==> src/rtl/core/u8sv_pkg.sv <==
`default_nettype none

package u8sv_pkg;

  localparam int unsigned CodeW = 21;

  // Lead byte ranges and continuation byte tag
  localparam logic [7:0] AsciiMax  = 8'h7f;
  localparam logic [7:0] Lead2Min  = 8'hc2;
  localparam logic [7:0] Lead2Max  = 8'hdf;
  localparam logic [7:0] Lead3Min  = 8'he0;
  localparam logic [7:0] Lead3Max  = 8'hef;
  localparam logic [7:0] Lead4Min  = 8'hf0;
  localparam logic [7:0] Lead4Max  = 8'hf4;
  localparam logic [7:0] ContMask  = 8'hc0;
  localparam logic [7:0] ContTag   = 8'h80;

  // Code point limits
  localparam logic [CodeW-1:0] Min2      = 21'h000080;
  localparam logic [CodeW-1:0] Min3      = 21'h000800;
  localparam logic [CodeW-1:0] Min4      = 21'h010000;
  localparam logic [CodeW-1:0] CodeMax   = 21'h10ffff;
  localparam logic [CodeW-1:0] SurrLow   = 21'h00d800;
  localparam logic [CodeW-1:0] SurrHigh  = 21'h00dfff;

  // Sequence length classes
  localparam logic [1:0] LenNone  = 2'd0;
  localparam logic [1:0] LenTwo   = 2'd1;
  localparam logic [1:0] LenThree = 2'd2;
  localparam logic [1:0] LenFour  = 2'd3;

  typedef struct packed {
    logic [1:0]       pending;
    logic [CodeW-1:0] accum;
    logic [1:0]       len_class;
    logic             err;
  } u8sv_state_t;

endpackage

`default_nettype wire

==> src/rtl/core/u8sv_step.sv <==
`default_nettype none

module u8sv_step
  import u8sv_pkg::*;
(
  input  u8sv_state_t cur,
  input  logic [7:0]  data_byte,
  input  logic        last_byte,
  output u8sv_state_t nxt,
  output logic        verdict
);

  logic [CodeW-1:0] shifted;
  logic [CodeW-1:0] minimum;
  logic [1:0]       pend_dec;
  u8sv_state_t      upd;

  assign shifted  = {cur.accum[CodeW-7:0], data_byte[5:0]};
  assign pend_dec = cur.pending - 2'd1;

  always_comb begin
    unique case (cur.len_class)
      LenTwo:   minimum = Min2;
      LenThree: minimum = Min3;
      default:  minimum = Min4;
    endcase
  end

  always_comb begin
    upd = cur;
    if (!cur.err) begin
      if (cur.pending == 2'd0) begin
        // lead byte
        if (data_byte <= AsciiMax) begin
          if (data_byte == 8'h00) begin
            upd.err = 1'b1;
          end
        end else if (data_byte >= Lead2Min && data_byte <= Lead2Max) begin
          upd.pending   = 2'd1;
          upd.accum     = {{(CodeW-5){1'b0}}, data_byte[4:0]};
          upd.len_class = LenTwo;
        end else if (data_byte >= Lead3Min && data_byte <= Lead3Max) begin
          upd.pending   = 2'd2;
          upd.accum     = {{(CodeW-4){1'b0}}, data_byte[3:0]};
          upd.len_class = LenThree;
        end else if (data_byte >= Lead4Min && data_byte <= Lead4Max) begin
          upd.pending   = 2'd3;
          upd.accum     = {{(CodeW-3){1'b0}}, data_byte[2:0]};
          upd.len_class = LenFour;
        end else begin
          upd.err = 1'b1;
        end
      end else if ((data_byte & ContMask) != ContTag) begin
        upd.err = 1'b1;
      end else begin
        upd.accum   = shifted;
        upd.pending = pend_dec;
        if (pend_dec == 2'd0) begin
          // sequence complete: check shortest form, range, surrogates
          if (shifted < minimum || shifted > CodeMax ||
              (shifted >= SurrLow && shifted <= SurrHigh)) begin
            upd.err = 1'b1;
          end
          upd.accum     = '0;
          upd.len_class = LenNone;
        end
      end
    end
  end

  assign verdict = !upd.err && (upd.pending == 2'd0);

  always_comb begin
    if (last_byte) begin
      nxt = '0;
    end else begin
      nxt = upd;
    end
  end

endmodule

`default_nettype wire

==> src/rtl/core/utf8_strict_validator.sv <==
// Strict UTF-8 string checker.
// Input channel (in_*): one byte of a string per item in in_tdata, with
// in_tlast high on the final byte of each string. Every string has at least
// one byte. Output channel (out_*): one item per string, out_tdata[0] high
// when the string is shortest-form UTF-8 with no NUL byte, no surrogate code
// point, nothing above 10FFFF and no sequence cut off by the final byte.
// Timing: one input item per cycle, sustained while no final byte waits
// for the output register. Each byte is captured in an input register,
// goes through one pass of decode and range-check logic, and the verdict
// for a final byte lands in the output register, which drives out_tvalid.
// When the receiver stalls, the verdict holds in the output register; the
// block keeps taking non-final bytes, and stops taking items only once a
// second verdict would have to be written while the first still waits.
// Reset (rst_n low, synchronous) empties both registers and clears the
// running sequence state; the next byte starts a new string.
`default_nettype none

module utf8_strict_validator
  import u8sv_pkg::*;
(
  input  wire logic       clk,
  input  wire logic       rst_n,
  input  wire logic       in_tvalid,
  output      logic       in_tready,
  input  wire logic [7:0] in_tdata,   // [7:0] data_byte
  input  wire logic       in_tlast,   // last_byte
  output      logic       out_tvalid,
  input  wire logic       out_tready,
  output      logic [7:0] out_tdata   // [0] string_valid, [7:1] zero
);

  // input register
  logic        s0_valid_r;
  logic [7:0]  s0_byte_r;
  logic        s0_last_r;

  // running sequence state
  u8sv_state_t st_r;
  u8sv_state_t st_nxt;
  logic        verdict;

  // output register
  logic        out_valid_r;
  logic        out_bit_r;

  logic        out_free;
  logic        s0_fire;
  logic        in_fire;

  // The output register is free when empty or being emptied this cycle.
  assign out_free  = !out_valid_r || out_tready;
  // A non-final byte only updates state; a final byte also needs the
  // output register.
  assign s0_fire   = s0_valid_r && (!s0_last_r || out_free);
  assign in_tready = !s0_valid_r || s0_fire;
  assign in_fire   = in_tvalid && in_tready;

  u8sv_step u_step (
    .cur       (st_r),
    .data_byte (s0_byte_r),
    .last_byte (s0_last_r),
    .nxt       (st_nxt),
    .verdict   (verdict)
  );

  always_ff @(posedge clk) begin
    if (!rst_n) begin
      s0_valid_r  <= 1'b0;
      st_r        <= '0;
      out_valid_r <= 1'b0;
    end else begin
      // capture the next byte, or drop the stage once it has been consumed
      if (in_fire) begin
        s0_valid_r <= 1'b1;
      end else if (s0_fire) begin
        s0_valid_r <= 1'b0;
      end
      // advance the sequence state; a final byte returns it to reset
      if (s0_fire) begin
        st_r <= st_nxt;
      end
      // load a verdict, or release the one just taken
      if (s0_fire && s0_last_r) begin
        out_valid_r <= 1'b1;
      end else if (out_tready) begin
        out_valid_r <= 1'b0;
      end
    end
  end

  // payload registers
  always_ff @(posedge clk) begin
    if (in_fire) begin
      s0_byte_r <= in_tdata;
      s0_last_r <= in_tlast;
    end
    if (s0_fire && s0_last_r) begin
      out_bit_r <= verdict;
    end
  end

  assign out_tvalid = out_valid_r;
  assign out_tdata  = {7'b0, out_bit_r};

  // Continuation bytes still owed never exceed the length of the sequence.
  a_pending_bound: assert property (@(posedge clk) disable iff (!rst_n)
    st_r.pending <= st_r.len_class)
    else $error("pending count exceeds sequence length");

  // Outside a multi-byte sequence nothing is being assembled.
  a_idle_clear: assert property (@(posedge clk) disable iff (!rst_n)
    (st_r.len_class == LenNone) |-> (st_r.accum == '0 && st_r.pending == 2'd0))
    else $error("accumulator or pending count set outside a sequence");

  // A consumed final byte always produces a verdict in the next cycle.
  a_verdict_loaded: assert property (@(posedge clk) disable iff (!rst_n)
    (s0_fire && s0_last_r) |=> out_valid_r)
    else $error("final byte consumed without a verdict");

  // A consumed final byte leaves the state at its reset value.
  a_state_cleared: assert property (@(posedge clk) disable iff (!rst_n)
    (s0_fire && s0_last_r) |=> (st_r == '0))
    else $error("state not cleared after final byte");

  // A final byte is never consumed while an untaken verdict would be lost.
  a_no_overwrite: assert property (@(posedge clk) disable iff (!rst_n)
    (s0_fire && s0_last_r) |-> (!out_valid_r || out_tready))
    else $error("verdict overwritten before it was taken");

endmodule

`default_nettype wire
==> config.mk <==
export PLATFORM = sky130hd
export DESIGN_NAME = utf8_strict_validator
export DESIGN_NICKNAME = d
export VERILOG_FILES = /design/src/rtl/core/u8sv_pkg.sv /design/src/rtl/core/u8sv_step.sv /design/src/rtl/core/utf8_strict_validator.sv
export SDC_FILE = /design/constraint.sdc
export NUM_CORES = 1
export LEC_CHECK = 0
export BUFFER_PORTS_ARGS = -buffer_cell sky130_fd_sc_hd__buf_2
export CAP_MARGIN = 20
export CORE_MARGIN = 5
export CORE_UTILIZATION = 30
export DETAILED_ROUTE_END_ITERATION = 10
export GPL_ROUTABILITY_DRIVEN = 0
export HOLD_SLACK_MARGIN = 0.06
export PLACE_DENSITY_LB_ADDON = 0.1
export SETUP_SLACK_MARGIN = 0.3
export SLEW_MARGIN = 0
export SYNTH_ARGS = -nofsm -noshare
export SYNTH_HDL_FRONTEND = slang
export SYNTH_HIERARCHICAL = 1
export SYNTH_SLANG_ARGS = --single-unit
==> constraint.sdc <==
create_clock -name clk -period 2.15 [get_ports clk]
set_input_delay 0.43 -clock clk [delete_from_list [all_inputs] [get_ports clk]]
set_output_delay 0.43 -clock clk [all_outputs]
set_load 0.1 [all_outputs]
==> results of run 1 <==
layout make-up:
cell class / count / area [µm²] / area share (%)
Clock buffer: 5 / 68.8 / 2.56
Clock inverter: 3 / 13.8 / 0.512
Inverter: 12 / 45.0 / 1.68
Multi-Input combinational cell: 182 / 1360 / 50.5
Sequential cell: 32 / 749 / 27.9
Tap cell: 99 / 124 / 4.61
Timing Repair Buffer: 42 / 329 / 12.2
what timing repair did:
action / CTS / global route
gates resized for setup: 16 / 18
buffers inserted: 12 / 2
cloned: 0 / 0
endpoints found under the setup margin: 17 / 21
pin swaps: 20 / 21
hold endpoints to repair: 0 / 0
placed cells by master (no fill, tap or decap), types with 2 or more instances in the layout:
| cell type | count |
|---|---|
| sky130_fd_sc_hd__ha_4 | 3 |
| sky130_fd_sc_hd__a211oi_2 | 2 |
| sky130_fd_sc_hd__nor2b_1 | 2 |
| sky130_fd_sc_hd__inv_2 | 5 |
| sky130_fd_sc_hd__clkbuf_8 | 5 |
| sky130_fd_sc_hd__inv_1 | 7 |
| sky130_fd_sc_hd__edfxtp_1 | 10 |
| sky130_fd_sc_hd__buf_2 | 14 |
| sky130_fd_sc_hd__dfxtp_1 | 17 |
| sky130_fd_sc_hd__a21oi_2 | 2 |
| sky130_fd_sc_hd__a22o_1 | 3 |
| sky130_fd_sc_hd__o21ai_0 | 3 |
| sky130_fd_sc_hd__nand2_1 | 47 |
| sky130_fd_sc_hd__buf_12 | 3 |
| sky130_fd_sc_hd__nor2b_4 | 2 |
| sky130_fd_sc_hd__conb_1 | 7 |
| sky130_fd_sc_hd__a22oi_2 | 10 |
| sky130_fd_sc_hd__nand4_1 | 2 |
| sky130_fd_sc_hd__clkinv_2 | 2 |
| sky130_fd_sc_hd__nand2b_1 | 2 |
| sky130_fd_sc_hd__ha_1 | 2 |
| sky130_fd_sc_hd__nand4b_1 | 2 |
| sky130_fd_sc_hd__nor3_1 | 5 |
| sky130_fd_sc_hd__o21a_1 | 2 |
| sky130_fd_sc_hd__a21oi_1 | 10 |
| sky130_fd_sc_hd__nor2_1 | 18 |
| sky130_fd_sc_hd__buf_4 | 22 |
| sky130_fd_sc_hd__and2_1 | 3 |
| sky130_fd_sc_hd__nor4_1 | 2 |
| sky130_fd_sc_hd__mux2i_1 | 21 |
| sky130_fd_sc_hd__dfxtp_2 | 4 |
| sky130_fd_sc_hd__buf_6 | 3 |
flip-flops by register name, summed over array words and instances (netlist names):
| name | flops |
|---|---|
| out_tvalid | 1 |
| st_r | 20 |
| out_bit_r | 1 |
| s0_byte_r | 8 |
| s0_valid_r | 1 |
| s0_last_r | 1 |
stage by stage:
stage | utilization [%] | hold slack [ps] | total power, mW
2_1_floorplan | - | 447 | 0.880
3_3_place_gp | 32.7 | 476 | 0.907
3_5_place_dp | 32.7 | 480 | 0.905
4_1_cts | 36.2 | 307 | 1.40
5_1_grt | 37.5 | 306 | 1.46
6_report | 37.5 | 320 | 1.39
path summary, 6_finish.rpt:
check | end | depth (start not counted)
max | out_bit_r | 5
min reg2reg | st_r[25] | 2
max reg2reg | out_bit_r | 5
min | s0_byte_r[7] | 1
routing by layer:
metal | part of all wire (%) | up-vias
met3 | 4.9 | 10
met4 | 1.4 | 0
li1 | - | 905
met2 | 45 | 56
met5 | 0 | -
met1 | 49 | 855
report_power, final:
group          total, mW  switching, mW  internal [mW]
clock              0.450          0.230          0.220
sequential         0.653         0.0141          0.639
combinational      0.283          0.181          0.102
==> impl_metrics.tcl, run 1 <==
set metrics [dict create \
    startpoint_of_the_worst_slack_reg_to_reg_timing_path "s0_byte_r[1]" \
    post_route_cells_drive_above_1_share_pct 34.8 \
    syn_inst 246 \
    initial_core_util_pct 30.5 \
    grt_use_total_pct 12.4 \
    fin_ws_ps 250 \
    timing.critical_path.slowest_cell_delay_ps 440 \
    final_antenna_net_count 0 \
    clock_tree_from_tritoncts "yes" \
    cp_data_required_time_ps 2190 \
    floorplan.core_area_um2 7180 \
    min-delay-start "in_tdata[7]" \
    run_status "complete, no violations" \
    critPathLaunch "s0_byte_r[1]" \
    ios 23 \
    unrepaired_setup_endpoints_after_global_routing "yes" \
    min_period_over_period_pct 88.4 \
    final-instance-count-excl-fill 375 \
    avgViaCountPerCell 4.87 \
    die_width_um 95.4 \
    grt_use_met3_pct 2.68 \
    yosys_warnings 6 \
    worst_slew_pin_slew_ps 707 \
    final_area_um2 2690 \
    grt_most_used_layer "met2" \
    path_clk_slew_ps 70 \
    fp-row-count 31 \
    wirelength_um 5040 \
    first_global_vias 1769 \
    nNetsFinal 294 \
    dpl_cell_area_um2 2350 \
    length_of_the_first_detailed_routing_pass_in_iterations 4 \
    cp_cell_sequence "nor4_4, o32ai_4, nor3_1, nor4_2, and4_1" \
    accumulated_negative_setup_slack_ps 0 \
    global_routing_usage_on_met1_pct 17.0 \
    syn-cell-area_um2 2190 \
    antennaDiodeCount 0 \
    largest_net_degree_at_the_start_of_global_routing 43 \
    skew_ps 6.21 \
    critical_path.max_fanout 4 \
    power.density_cell_area_nw_per_um2 516 \
    num_vias 1826 \
    drc 0 \
    first_pass_grt_wire_length_um 8800 \
    max-vdd-ir-drop_mv 0.331 \
    leakagePower_nw 0.957 \
    critical_path.top_delay_family "simple AND/OR/NAND/NOR gates" \
    dpl.cell_count 353 \
    wl_cell_um 13.5 \
    critPathCaptureType "flop" \
    clock-root-buffer "sky130_fd_sc_hd__clkbuf_8" \
    layout.filler_cells 738 \
    relSlewSlack_pct 52.9 \
    cts_buffers 5 \
    setup.reg_to_reg.worst_slack_ps 250 \
    post-dp-hpwl_um 3520 \
    grt_use_met2_pct 19.6 \
    detailedPlace.worstSlack_ps 120 \
    cts-hold-fix-buffers 0 \
    drt_iter0_drc 78 \
    hold_path.class "input pin to flop" \
    critical-path-slowest-cell "sky130_fd_sc_hd__edfxtp_1" \
    cts_max_path_buffers 2 \
    ctsHtreeMaxLevel 2 \
    slew_viol_final 0 \
    fmax_mhz 526 \
    initial_antenna_violation_count 0 \
    worstPathArrival_ps 1940 \
    height_of_the_chip_um 95.4 \
    overflow_left_after_global_routing 0 \
    die_area_um2 9100 \
    cts.sink_count 32 \
    worst_setup_path_start_kind "flop" \
    finalHoldViolations 0 \
    final-setup-viol-count 0 \
    insertion_delay_ps 280 \
    area_growth_syn_to_layout_pct 22.8 \
    place.port_buffers 15 \
    critical_path_buf_inv_count 0 \
    worst-setup-path-type "flop to flop" \
    synth_area_per_cell_um2 8.90 \
    number_of_max_cap_violations 0 \
    period_minus_slack_ps 1900 \
]
Note: power is estimated with default switching activity, not from simulation.
==> inputs of run 2 (changes only) <==
--- a/config.mk
+++ b/config.mk
@@ -5,6 +5,7 @@
 export SDC_FILE = /design/constraint.sdc
 export NUM_CORES = 1
 export LEC_CHECK = 0
+export ABC_AREA = 1
 export BUFFER_PORTS_ARGS = -buffer_cell sky130_fd_sc_hd__buf_2
 export CAP_MARGIN = 20
 export CORE_MARGIN = 5
==> impl_metrics.tcl, run 2 <==
set metrics [dict create \
    run_status "complete, no violations" \
    avgViaCountPerCell 4.84 \
    yosys_warnings 6 \
    met2_routed_length_um 3430 \
    die_area_um2 10300 \
    initial_antenna_violation_count 0 \
    syn-cell-area_um2 2520 \
    post-layout-total-power_mw 1.78 \
    fin_ws_ps 234 \
    mostFrequentLayoutCell "sky130_fd_sc_hd__nand2_1" \
    critical_path_buf_inv_count 3 \
    timing.rr.end "st_r[0]" \
    hold-path-cell-count 1 \
    min_period_over_period_pct 89.1 \
    dr_wl_met3_um 229 \
    ios 23 \
    die_width_um 102 \
    critical-path-slowest-cell "sky130_fd_sc_hd__dfxtp_2" \
    insertion_delay_ps 290 \
    fmax_mhz 522 \
    drt_iter0_drc 127 \
    postLayoutCoreUtil_pct 37.7 \
    path_common_cell "sky130_fd_sc_hd__a21oi_2" \
    dpl_cell_area_um2 2630 \
    cts_max_path_buffers 2 \
    detailedPlace.worstSlack_ps 161 \
    detail_route.wirelength.met1_um 3550 \
    first_pass_grt_wire_length_um 11500 \
    overflow_left_after_global_routing 0 \
    cp_data_required_time_ps 2370 \
    worst-setup-path-type "flop to flop" \
    worst_slew_pin_slew_ps 518 \
    length_of_the_first_detailed_routing_pass_in_iterations 5 \
    syn_inst 395 \
    hold_path.class "input pin to flop" \
    dpl.cell_count 498 \
    post-dp-hpwl_um 4890 \
    period_minus_slack_ps 1920 \
    wl_cell_um 13.8 \
    clock_tree_from_tritoncts "yes" \
    hold_slack_ps 308 \
    floorplan.core_area_um2 8220 \
    ctsHtreeMaxLevel 2 \
    path_clk_slew_ps 80 \
    largest-register "st_r" \
    antennaDiodeCount 0 \
    accumulated_negative_setup_slack_ps 0 \
    initial_core_util_pct 30.7 \
    min_to "s0_byte_r[1]" \
    largest_net_degree_at_the_start_of_global_routing 43 \
    synth_area_per_cell_um2 6.39 \
    critical_path.top_delay_family "simple AND/OR/NAND/NOR gates" \
    timing.critical_path.slowest_cell_delay_ps 340 \
    relSlewSlack_pct 65.5 \
    height_of_the_chip_um 102 \
    largest_registers "st_r: 20 flops, s0_byte_r: 8 flops" \
    min-delay-start "in_tdata[1]" \
    drc 0 \
    clock-root-buffer "sky130_fd_sc_hd__clkbuf_8" \
    largest_register_ff_count 20 \
    grt_use_total_pct 14.3 \
    first_global_vias 2271 \
    worst_setup_path_start_kind "flop" \
    startpoint_of_the_worst_slack_reg_to_reg_timing_path "st_r[1]" \
    final-setup-viol-count 0 \
    nNetsFinal 444 \
    wirelength_um 7340 \
    post_route_cells_drive_above_1_share_pct 26.5 \
    unrepaired_setup_endpoints_after_global_routing "yes" \
    worst_r2r_path_depth 15 \
    critical_path.max_fanout 3 \
    layout.cells.most_common_list "68 x sky130_fd_sc_hd__nand2_1, 44 x sky130_fd_sc_hd__inv_1, 43 x sky130_fd_sc_hd__nand3_1, 43 x sky130_fd_sc_hd__nor2_1, 35 x sky130_fd_sc_hd__buf_4" \
    number_of_max_cap_violations 0 \
    skew_ps 12.7 \
    setup.reg_to_reg.worst_slack_ps 230 \
    finalHoldViolations 0 \
    routed.top_layer "met4" \
    cp_cell_sequence "inv_2, ha_4, inv_2, ha_4, a21oi_2, o21ai_1, nor2_1, a21oi_2, nand3_1, nand2_2, a21oi_2, inv_1, nand3_1, nand2_1, nor2_1" \
    slew_viol_final 0 \
    final-instance-count-excl-fill 531 \
    final_antenna_net_count 0 \
    max-vdd-ir-drop_mv 0.237 \
    cts.sink_count 32 \
    leakagePower_nw 1.32 \
    fp-row-count 33 \
    worstPathArrival_ps 2140 \
    final_area_um2 3100 \
    cts_buffers 5 \
    layout.filler_cells 868 \
    place.port_buffers 15 \
    area_growth_syn_to_layout_pct 22.8 \
    critPathCaptureType "flop" \
    power.density_cell_area_nw_per_um2 574 \
    num_vias 2570 \
]
## run 2: cell count changes in the layout (fill, tap and decap cells not counted), sizes merged, moves of 4 or more
cell   change
buf        +9
nand3     +50
nand2     +26
nor2      +33
inv       +39
mux2i     -21
nor4       -4
a21oi     +25
o21ai     +21
nor2b      -4
a31oi      +9
a22oi     -10
## run 2: power breakdown
group	switching, mW	internal [mW]	leakage [nW]	total, mW
Clock	0.246	0.227	0.0412	0.473
Combinational	0.362	0.230	0.998	0.592
Sequential	0.0512	0.663	0.281	0.714
Total	0.659	1.12	1.32	1.78
## run 2: cell type report
class | instances | area (µm²) | share of cell area, %
clock inverters | 2 | 12.5 | 0.404
well taps | 105 | 131 | 4.24
clock buffers | 6 | 72.6 | 2.34
inverters | 52 | 200 | 6.46
repair buffers | 51 | 364 | 11.8
flip-flops and latches | 32 | 749 | 24.2
multi-input cells | 283 | 1570 | 50.6
## run 2: how the worst max path moves through the flow
stage / startpoint / cells after the start / to / slack [ps]
6_report: st_r[1] / 15 / st_r[0] / 230
5_1_grt: st_r[1] / 15 / st_r[0] / 120
4_1_cts: st_r[1] / 15 / st_r[0] / 260
3_5_place_dp: st_r[1] / 15 / st_r[0] / 160
3_3_place_gp: st_r[1] / 15 / st_r[0] / 190
2_1_floorplan: out_tvalid / 3 / s0_byte_r[0] / -110
## run 2: routing by layer
metal / up-vias / track usage [%]
met2: 40 / 23.0
met5: - / 0
met4: 0 / 3.89
met3: 12 / 2.55
li1: 1332 / -
met1: 1186 / 19.5
## run 2: what timing repair did
action,in CTS,in global routing
setup endpoints to repair,17,21
hold buffers,0,0
pin swaps,2,21
buffers inserted,7,18
resized for setup,12,45
gates cloned,0,0
